$ cat src/hdl/bpcd_pkg.sv
// ----------------------------------------------------------------------------
// bpcd_pkg
// Types, codes and sizes shared by the pair-code dictionary modules.
// ----------------------------------------------------------------------------
package bpcd_pkg;

    localparam int ENTRIES_DEFAULT = 256;
    localparam int KEY_W = 17;
    localparam int BYTE_W = 8;
    localparam logic [BYTE_W-1:0] CODE_START = 8'd255;

    localparam logic [1:0] MODE_LEARN  = 2'd0;
    localparam logic [1:0] MODE_LOAD   = 2'd1;
    localparam logic [1:0] MODE_ENCODE = 2'd2;
    localparam logic [1:0] MODE_DECODE = 2'd3;

    localparam logic [1:0] ST_OK      = 2'd0;
    localparam logic [1:0] ST_PRESENT = 2'd1;
    localparam logic [1:0] ST_MISSING = 2'd2;
    localparam logic [1:0] ST_FULL    = 2'd3;

    typedef struct packed {
        logic [KEY_W-1:0]  key;
        logic [BYTE_W-1:0] code;
    } entry_t;

    // Lookup token that travels down the row of cells.
    typedef struct packed {
        logic              active;
        logic              by_code;
        logic [KEY_W-1:0]  key;
        logic [BYTE_W-1:0] code;
        logic              found;
        logic [KEY_W-1:0]  hit_key;
        logic [BYTE_W-1:0] hit_code;
    } query_t;

endpackage

$ cat src/hdl/bpcd_cell.sv
// ----------------------------------------------------------------------------
// bpcd_cell
// One dictionary slot: holds an entry, shifts it on insert, and compares the
// passing lookup token against it.
// ----------------------------------------------------------------------------
module bpcd_cell
    import bpcd_pkg::*;
(
    input  logic   aclk,
    input  logic   aresetn,
    input  logic   live,
    input  logic   shift_en,
    input  entry_t entry_in,
    output entry_t entry_out,
    input  query_t q_in,
    output query_t q_out
);

    entry_t entry_reg;
    query_t q_reg;
    query_t q_next;
    logic   match;

    assign match = q_in.by_code ? (entry_reg.code == q_in.code) : (entry_reg.key == q_in.key);

    // The first live match seen is the most recent entry, since new entries
    // enter at the head of the row.
    always_comb begin
        q_next = q_in;
        if (q_in.active && live && !q_in.found && match) begin
            q_next.found    = 1'b1;
            q_next.hit_key  = entry_reg.key;
            q_next.hit_code = entry_reg.code;
        end
    end

    always_ff @(posedge aclk) begin
        if (shift_en) begin
            entry_reg <= entry_in;
        end
        if (!aresetn) begin
            q_reg <= '0;
        end else begin
            q_reg <= q_next;
        end
    end

    assign entry_out = entry_reg;
    assign q_out     = q_reg;

endmodule

$ cat config.mk
export PLATFORM = sky130hd
export DESIGN_NAME = bpcd_cell
export DESIGN_NICKNAME = d
export VERILOG_FILES = /design/src/hdl/bpcd_pkg.sv /design/src/hdl/bpcd_cell.sv
export SDC_FILE = /design/constraint.sdc
export NUM_CORES = 1
export LEC_CHECK = 0
export ABC_CLOCK_PERIOD_IN_PS = 2200
export BUFFER_PORTS_ARGS = -buffer_cell sky130_fd_sc_hd__buf_2
export CAP_MARGIN = 20
export CORE_MARGIN = 2
export CORE_UTILIZATION = 43
export CTS_CLUSTER_DIAMETER = 150
export CTS_CLUSTER_SIZE = 10
export DETAILED_ROUTE_END_ITERATION = 6
export GPL_TIMING_DRIVEN = 0
export PLACE_DENSITY = 0.83
export SLEW_MARGIN = 20
export SYNTH_ARGS = -nofsm -noshare
export SYNTH_HDL_FRONTEND = slang
export SYNTH_SLANG_ARGS = --single-unit
$ cat constraint.sdc
create_clock -name aclk -period 2.2 [get_ports aclk]
set_input_delay 0.44 -clock aclk [delete_from_list [all_inputs] [get_ports aclk]]
set_output_delay 0.44 -clock aclk [all_outputs]
set_load 0.03 [all_outputs]
==> qor.txt, run 1 <==
Post-CTS Hold Fix Bufs -> 0
Post-Synthesis Mean Instance Area -> 12.2 µm²
Routed wire length per instance -> 15.1 µm
Number of rows created at floorplan -> 29
Dominant cell type by area after synthesis -> sky130_fd_sc_hd__dfxtp_1
Synthesis Warnings -> 0
Post-synthesis async set-or-reset flop share -> 0%
Die boundary width -> 84.8 µm
CTS clock-pin slew for the worst setup and hold paths -> 0.08 ns
Count of cells along the worst register-to-register path -> 7
Final Instance Count excl. Fillers -> 480
Final wirelength -> 7.24 mm
Tightest Pin Transition -> 0.633 ns
Register bit total from synthesis -> 78
Leading post-synthesis cells by instance count -> sky130_fd_sc_hd__dfxtp_1 (53), sky130_fd_sc_hd__nand2_1 (50), sky130_fd_sc_hd__and2_1 (26)
Part of the cycle the worst path needs -> 95.2%
Power density of the placed cells -> 792 nW/µm²
Leakage Power -> 2.03 nW
Dpl hpwl -> 5.64 mm
H-tree lvl count -> 3
Antenna violations before repair -> 0
GP Congestion -> 0.852
Root buffer cell -> sky130_fd_sc_hd__clkbuf_8
Slowest stage cell, crit path -> sky130_fd_sc_hd__edfxtp_1
Clock tree skew after final layout -> 0.0126 ns
Area of the placeable core -> 6310 µm²
Number of different library cells in the post-synthesis netlist -> 17
Primary FF master, synth -> sky130_fd_sc_hd__dfxtp_1
Nets in the synthesized netlist -> 311
Crit-path max cell delay -> 0.43 ns
Post-Route Utilization -> 61.3%
Number of slew-limit violations in the final report -> 0
Ranking of synthesized cells by area -> sky130_fd_sc_hd__dfxtp_1 (38%), sky130_fd_sc_hd__edfxtp_1 (27%), sky130_fd_sc_hd__mux2i_1 (8.9%)
Total vias in the final route -> 2237
Initial core utilization -> 44.4%
Pin count of the biggest net entering global routing -> 26
Final Setup Violations -> 0
ANT cells -> 0
Crit path launch type -> flop
Synth Cell Area -> 2800 µm²
Cell count of the worst hold path -> 1
Maximum resistive drop on vdd -> 0.000433 V
CP cell instances -> xor2_1, nor4_1, nand4_1, o41a_1, buf_6, buf_12, mux2i_1
Post-detailed-route via-to-cell ratio -> 4.66
Count of nets left with antenna violations after detail routing -> 0
Longest Clk Path Bufs -> 2
Full die area -> 7180 µm²
Critical setup path kind -> flop to flop
Number of flops mapped to enable cells by yosys -> 25
Proportion of netlist area held by the largest area contributor -> 37.8%
Critical Path Sink Type -> flop
Required @ worst endpoint -> 2.41 ns
Max Cap Viol -> 0
Arrival time worst endpoint -> 2.31 ns
Clk sinks -> 78
Post-route minimum period -> 2.09 ns
Area growth syn-to-layout -> 38.0%
Worst slew slack as a fraction of its limit -> 57.8%
Die Height -> 84.8 µm
Nets@finish -> 480
Global-route wire length before repair -> 11.4 mm
Post-place setup slack -> -0.0978 ns
Drt first-iter violations -> 47
Post-CTS setup-driven buffer insertion count -> 0
First-pass iteration count of the detailed router -> 4
Placed Instances -> 464
Min-delay worst type -> input pin to flop
Number of global-route vias before repair -> 2259
Final hold violation count -> 0
Max Fclk -> 0.478 GHz
Total grt overflow -> 0
Number of buffers added on ports -> 158
Post-route DRC -> 0
Min setup slack post-route -> 0.106 ns
Status -> complete, no violations
CTS tree -> yes
Inserted Clock Buffers -> 9
Clock latency on the worst-skew pair -> 0.33 ns
Share of synthesized area occupied by flip-flops and latches -> 64.6%
GRT Total Usage -> 20.8%
Number of filler instances in the final layout -> 542
Share of cells above drive strength 1 -> 43.7%
Hold Worst Slack -> 0.274 ns
Setup repair after global routing missed its margin -> false
Cell with the most instances after synthesis -> sky130_fd_sc_hd__dfxtp_1
Top-level port count -> 160
Number of instances in the synthesized netlist -> 229
CP max FO -> 10
==> cells in the final DEF (no fill, tap or decap) <==
cell | synthesis | layout
sky130_fd_sc_hd__edfxtp_1 | 25 | 25
sky130_fd_sc_hd__xor2_1 | 24 | 24
sky130_fd_sc_hd__nand3b_1 | 1 | 1
sky130_fd_sc_hd__nand2_1 | 50 | 50
sky130_fd_sc_hd__buf_2 | 0 | 158
sky130_fd_sc_hd__mux2i_1 | 25 | 25
sky130_fd_sc_hd__buf_12 | 2 | 2
sky130_fd_sc_hd__o41a_1 | 1 | 1
sky130_fd_sc_hd__xnor2_1 | 1 | 1
sky130_fd_sc_hd__nand4_1 | 2 | 2
sky130_fd_sc_hd__buf_6 | 1 | 1
sky130_fd_sc_hd__a21boi_1 | 1 | 1
sky130_fd_sc_hd__nor4_1 | 6 | 5
sky130_fd_sc_hd__clkbuf_1 | 9 | 12
sky130_fd_sc_hd__clkinv_2 | 0 | 2
sky130_fd_sc_hd__and2_1 | 26 | 26
sky130_fd_sc_hd__clkbuf_8 | 0 | 11
sky130_fd_sc_hd__and2_2 | 1 | 1
sky130_fd_sc_hd__inv_1 | 1 | 1
sky130_fd_sc_hd__nor4_2 | 0 | 1
sky130_fd_sc_hd__dfxtp_1 | 53 | 53
==> cell families (layout without fill, tap and decap cells) <==
group	count (synthesis)	count (layout)	synth area share, %
and+or+nand+nor	86	86	14.8
DFF	78	78	64.6
xor gates and xnor gates	25	25	7.81
muxes	25	25	8.92
buffers and inverters	13	187	3.17
AOI/OAI and AO/OA	2	2	0.669
==> worst paths after layout <==
check | slack (ns) | start | endpoint
worst max-delay path | 0.11 | entry_out[17] | q_out[23]
worst min-delay path | 0.27 | entry_in[10] | entry_out[10]
worst max register to register | 0.11 | entry_out[17] | q_out[23]
worst min register to register | 0.58 | entry_out[0] | q_out[0]
==> area by class of cell <==
cell class / instances / area (µm²) / share of cell area [%]
sequential: 78 / 1810 / 46.8
multi-input combinational: 138 / 910 / 23.5
tap: 77 / 96.3 / 2.49
buffer: 12 / 85.1 / 2.20
clock buffer: 14 / 163 / 4.20
timing repair buffer: 158 / 791 / 20.4
clock inverter: 2 / 10.0 / 0.259
inverter: 1 / 3.75 / 0.0970
==> per-stage QoR <==
step | setup TNS (ns) | area, µm² | power, mW
after floorplan | 0 | 2800 | 1.94
after global placement | -0.335 | 3690 | 2.14
after detailed placement | -1.61 | 3690 | 2.15
after CTS | 0 | 3860 | 3.09
after global routing | 0 | 3870 | 3.19
final | 0 | 3870 | 3.06
==> layer usage <==
layer	GRT usage, %	routed length (µm)	up-vias
li1	-	-	1089
met1	25.1	2900	1047
met2	36.1	3800	89
met3	4.33	414	12
met4	8.23	122	0
met5	0	0	-
==> report_power, final <==
| part | internal (mW) | leakage, nW | switching [mW] |
|---|---|---|---|
| Clock | 0.470 | 0.0905 | 0.477 |
| Sequential | 1.58 | 0.686 | 0.0462 |
| Combinational | 0.169 | 1.26 | 0.324 |
| Total | 2.22 | 2.03 | 0.847 |
==> worst max-delay path: cells and delay by family (launching register included) <==
family / cells / cell delay [ns]
simple gates: 2 / 0.57
flops: 1 / 0.43
compound gates: 1 / 0.35
buf+inv: 2 / 0.32
xor+xnor: 1 / 0.17
mux: 1 / 0.12
==> sequential cells by signal, indices dropped and copies added, names as in the netlist <==
name,cells
entry_out,25
q_out,53
==> repair_timing <==
item | CTS | global route
endpoints found under the setup margin | 0 | 4
hold endpoints to repair | 0 | 0
resized for setup | 0 | 1
No activity file was read; power rests on OpenSTA's default activity.
==> inputs of run 2 (changes only) <==
--- a/config.mk
+++ b/config.mk
@@ -10,6 +10,7 @@
 export CAP_MARGIN = 20
 export CORE_MARGIN = 2
 export CORE_UTILIZATION = 43
+export CTS_BUF_LIST = sky130_fd_sc_hd__clkbuf_16
 export CTS_CLUSTER_DIAMETER = 150
 export CTS_CLUSTER_SIZE = 10
 export DETAILED_ROUTE_END_ITERATION = 6
==> run 2 against run 1 <==
Against the previous run: setup slack better by 0.0095 ns; cell area grew 2.1%; clock-buffer cell count down 5; highest routed layer unchanged; largest cell class unchanged; wire length increased by 0.18%; clock skew shrank 0.0055 ns; register-to-register slack about the same; utilization is 1.3 points higher; sequential power barely moved; clock power rose by 32%.
==> qor.txt, run 2 (synthesis results as in run 1) <==
Status -> complete, no violations
Post-detailed-route via-to-cell ratio -> 4.62 (-0.89%)
Total power after layout -> 3.37 mW (+10%)
Tightest Pin Transition -> 0.643 ns (+0.0102 ns)
Cell count of the worst hold path -> 1 (unchanged)
Inserted Clock Buffers -> 9 (unchanged)
CP max FO -> 10 (unchanged)
Most frequent cells in the layout -> sky130_fd_sc_hd__buf_2 (158), sky130_fd_sc_hd__dfxtp_1 (53), sky130_fd_sc_hd__nand2_1 (50)
Post-route minimum period -> 2.08 ns (-0.00946 ns)
First-pass iteration count of the detailed router -> 4 (unchanged)
Critical path capture point -> q_out[23]
Nets@finish -> 480 (unchanged)
Worst reg2reg path endpoint -> q_out[23]
Post-route DRC -> 0 (unchanged)
Setup repair after global routing missed its margin -> false
Final wirelength -> 7.25 mm (+0.18%)
Number of buffers added on ports -> 158 (unchanged)
Global-route wire length before repair -> 11.5 mm (+1.1%)
ANT cells -> 0 (unchanged)
Post-CTS Hold Fix Bufs -> 0 (unchanged)
Full die area -> 7180 µm² (unchanged)
Root buffer cell -> sky130_fd_sc_hd__clkbuf_16
Dpl hpwl -> 5.64 mm (unchanged)
Critical Path Sink Type -> flop
CTS-repair resized insts -> 0 (unchanged)
Final hold violation count -> 0 (unchanged)
Worst flop-to-flop path startpoint -> entry_out[17]
Maximum resistive drop on vdd -> 0.000497 V (+15%)
Number of rows created at floorplan -> 29 (unchanged)
Power density of the placed cells -> 853 nW/µm² (+7.8%)
Count of nets left with antenna violations after detail routing -> 0 (unchanged)
Drt first-iter violations -> 49 (+4.3%)
Routed wire length per instance -> 15.1 µm (+0.18%)
Die Height -> 84.8 µm (unchanged)
Area growth syn-to-layout -> 40.9%
Share of cells above drive strength 1 -> 43.2% (-0.50 points)
Pin count of the biggest net entering global routing -> 26 (unchanged)
GRT Total Usage -> 21.0% (+0.21 points)
Longest Clk Path Bufs -> 2 (unchanged)
Total vias in the final route -> 2217 (-0.89%)
Number of slew-limit violations in the final report -> 0 (unchanged)
Clk sinks -> 78 (unchanged)
Total grt overflow -> 0 (unchanged)
Clock tree skew after final layout -> 0.00718 ns (-0.00545 ns)
CTS tree -> yes
Max Fclk -> 0.480 GHz (+0.45%)
Post-Route Utilization -> 62.6% (+1.3 points)
Worst slew slack as a fraction of its limit -> 57.1% (-0.68 points)
Antenna violations before repair -> 0 (unchanged)
Post-CTS setup-driven buffer insertion count -> 0 (unchanged)
Leakage Power -> 2.08 nW (+2.3%)
Launching element of the worst setup path -> entry_out[17]
Required @ worst endpoint -> 2.40 ns (about the same)
Area of the placeable core -> 6310 µm² (unchanged)
Crit path launch type -> flop
CTS clock-pin slew for the worst setup and hold paths -> 0.06 ns (-0.02 ns)
Min-delay worst type -> input pin to flop
Clock latency on the worst-skew pair -> 0.32 ns (about the same)
Max reg flops -> 53 (unchanged)
Max Cap Viol -> 0 (unchanged)
Die boundary width -> 84.8 µm (unchanged)
Initial core utilization -> 44.4% (unchanged)
Most frequent standard cell in the layout excluding fill and tap cells -> sky130_fd_sc_hd__buf_2
H-tree lvl count -> 3 (unchanged)
Part of the cycle the worst path needs -> 94.8% (-0.43 points)
Critical setup path kind -> flop to flop
Worst setup slack for register-to-register paths -> 0.12 ns (about the same)
Number of global-route vias before repair -> 2268 (+0.40%)
Top-level port count -> 160 (unchanged)
GP Congestion -> 0.852 (unchanged)
Final Setup Violations -> 0 (unchanged)
Arrival time worst endpoint -> 2.28 ns (-0.03 ns)
Count of cells along the worst register-to-register path -> 7 (unchanged)
run 2: changes by cell type in the layout (fill, tap and decap cells not counted), sizes merged:
cell    before  now
clkbuf      23   18
inv          1    4
clkinv       2    4
run 2: how the worst min path moves through the flow:
stage / from / endpoint
detailed placement: entry_out[22] / q_out[22]
CTS: entry_in[5] / entry_out[5]
finish: entry_in[10] / entry_out[10]
global placement: entry_out[20] / q_out[20]
floorplan: entry_in[0] / entry_out[0]
global route: entry_in[22] / entry_out[22]
run 2: worst max-delay path: stages, from the launching register on:
cell	delay, ns
sky130_fd_sc_hd__edfxtp_1	0.43
sky130_fd_sc_hd__xor2_1	0.17
sky130_fd_sc_hd__nor4_1	0.43
sky130_fd_sc_hd__nand4_1	0.15
sky130_fd_sc_hd__o41a_1	0.34
sky130_fd_sc_hd__buf_6	0.17
sky130_fd_sc_hd__buf_12	0.15
sky130_fd_sc_hd__mux2i_1	0.12
run 2: area by class of cell:
type / count / area, µm²
Clock inverter: 7 / 28.8
Tap cell: 77 / 96.3
Sequential cell: 78 / 1810
Multi-Input combinational cell: 138 / 910
Timing Repair Buffer: 158 / 791
Buffer: 12 / 85.1
Fill cell: 533 / 2360
Clock buffer: 9 / 225
Inverter: 1 / 3.75
run 2: metal layers:
layer  global-route usage (%)  wire length [µm]  vias to the layer above
met5                        0                 0                        -
met4                     7.79               122                        0
met3                     4.62               426                       12
met2                     36.5              3830                       86
met1                     25.5              2880                     1025
li1                         -                 -                     1094
run 2: report_power, final:
| part | internal, mW | switching (mW) | leakage [nW] |
|---|---|---|---|
| Sequential | 1.58 | 0.0464 | 0.686 |
| Clock | 0.738 | 0.513 | 0.138 |
| Combinational | 0.169 | 0.324 | 1.26 |
run 2: stage by stage:
step / hold slack (ns) / setup WS [ns] / cells / TNS [ns] / area [µm²]
finish: 0.294 / 0.115 / 480 / 0 / 3950
global route: 0.284 / 0.0877 / 480 / 0 / 3950
CTS: 0.283 / 0.115 / 480 / 0 / 3950
detailed placement: 0.570 / -0.0978 / 464 / -1.61 / 3690
global placement: 0.559 / -0.0215 / 464 / -0.335 / 3690
floorplan: 0.539 / 0.258 / 229 / 0 / 2800
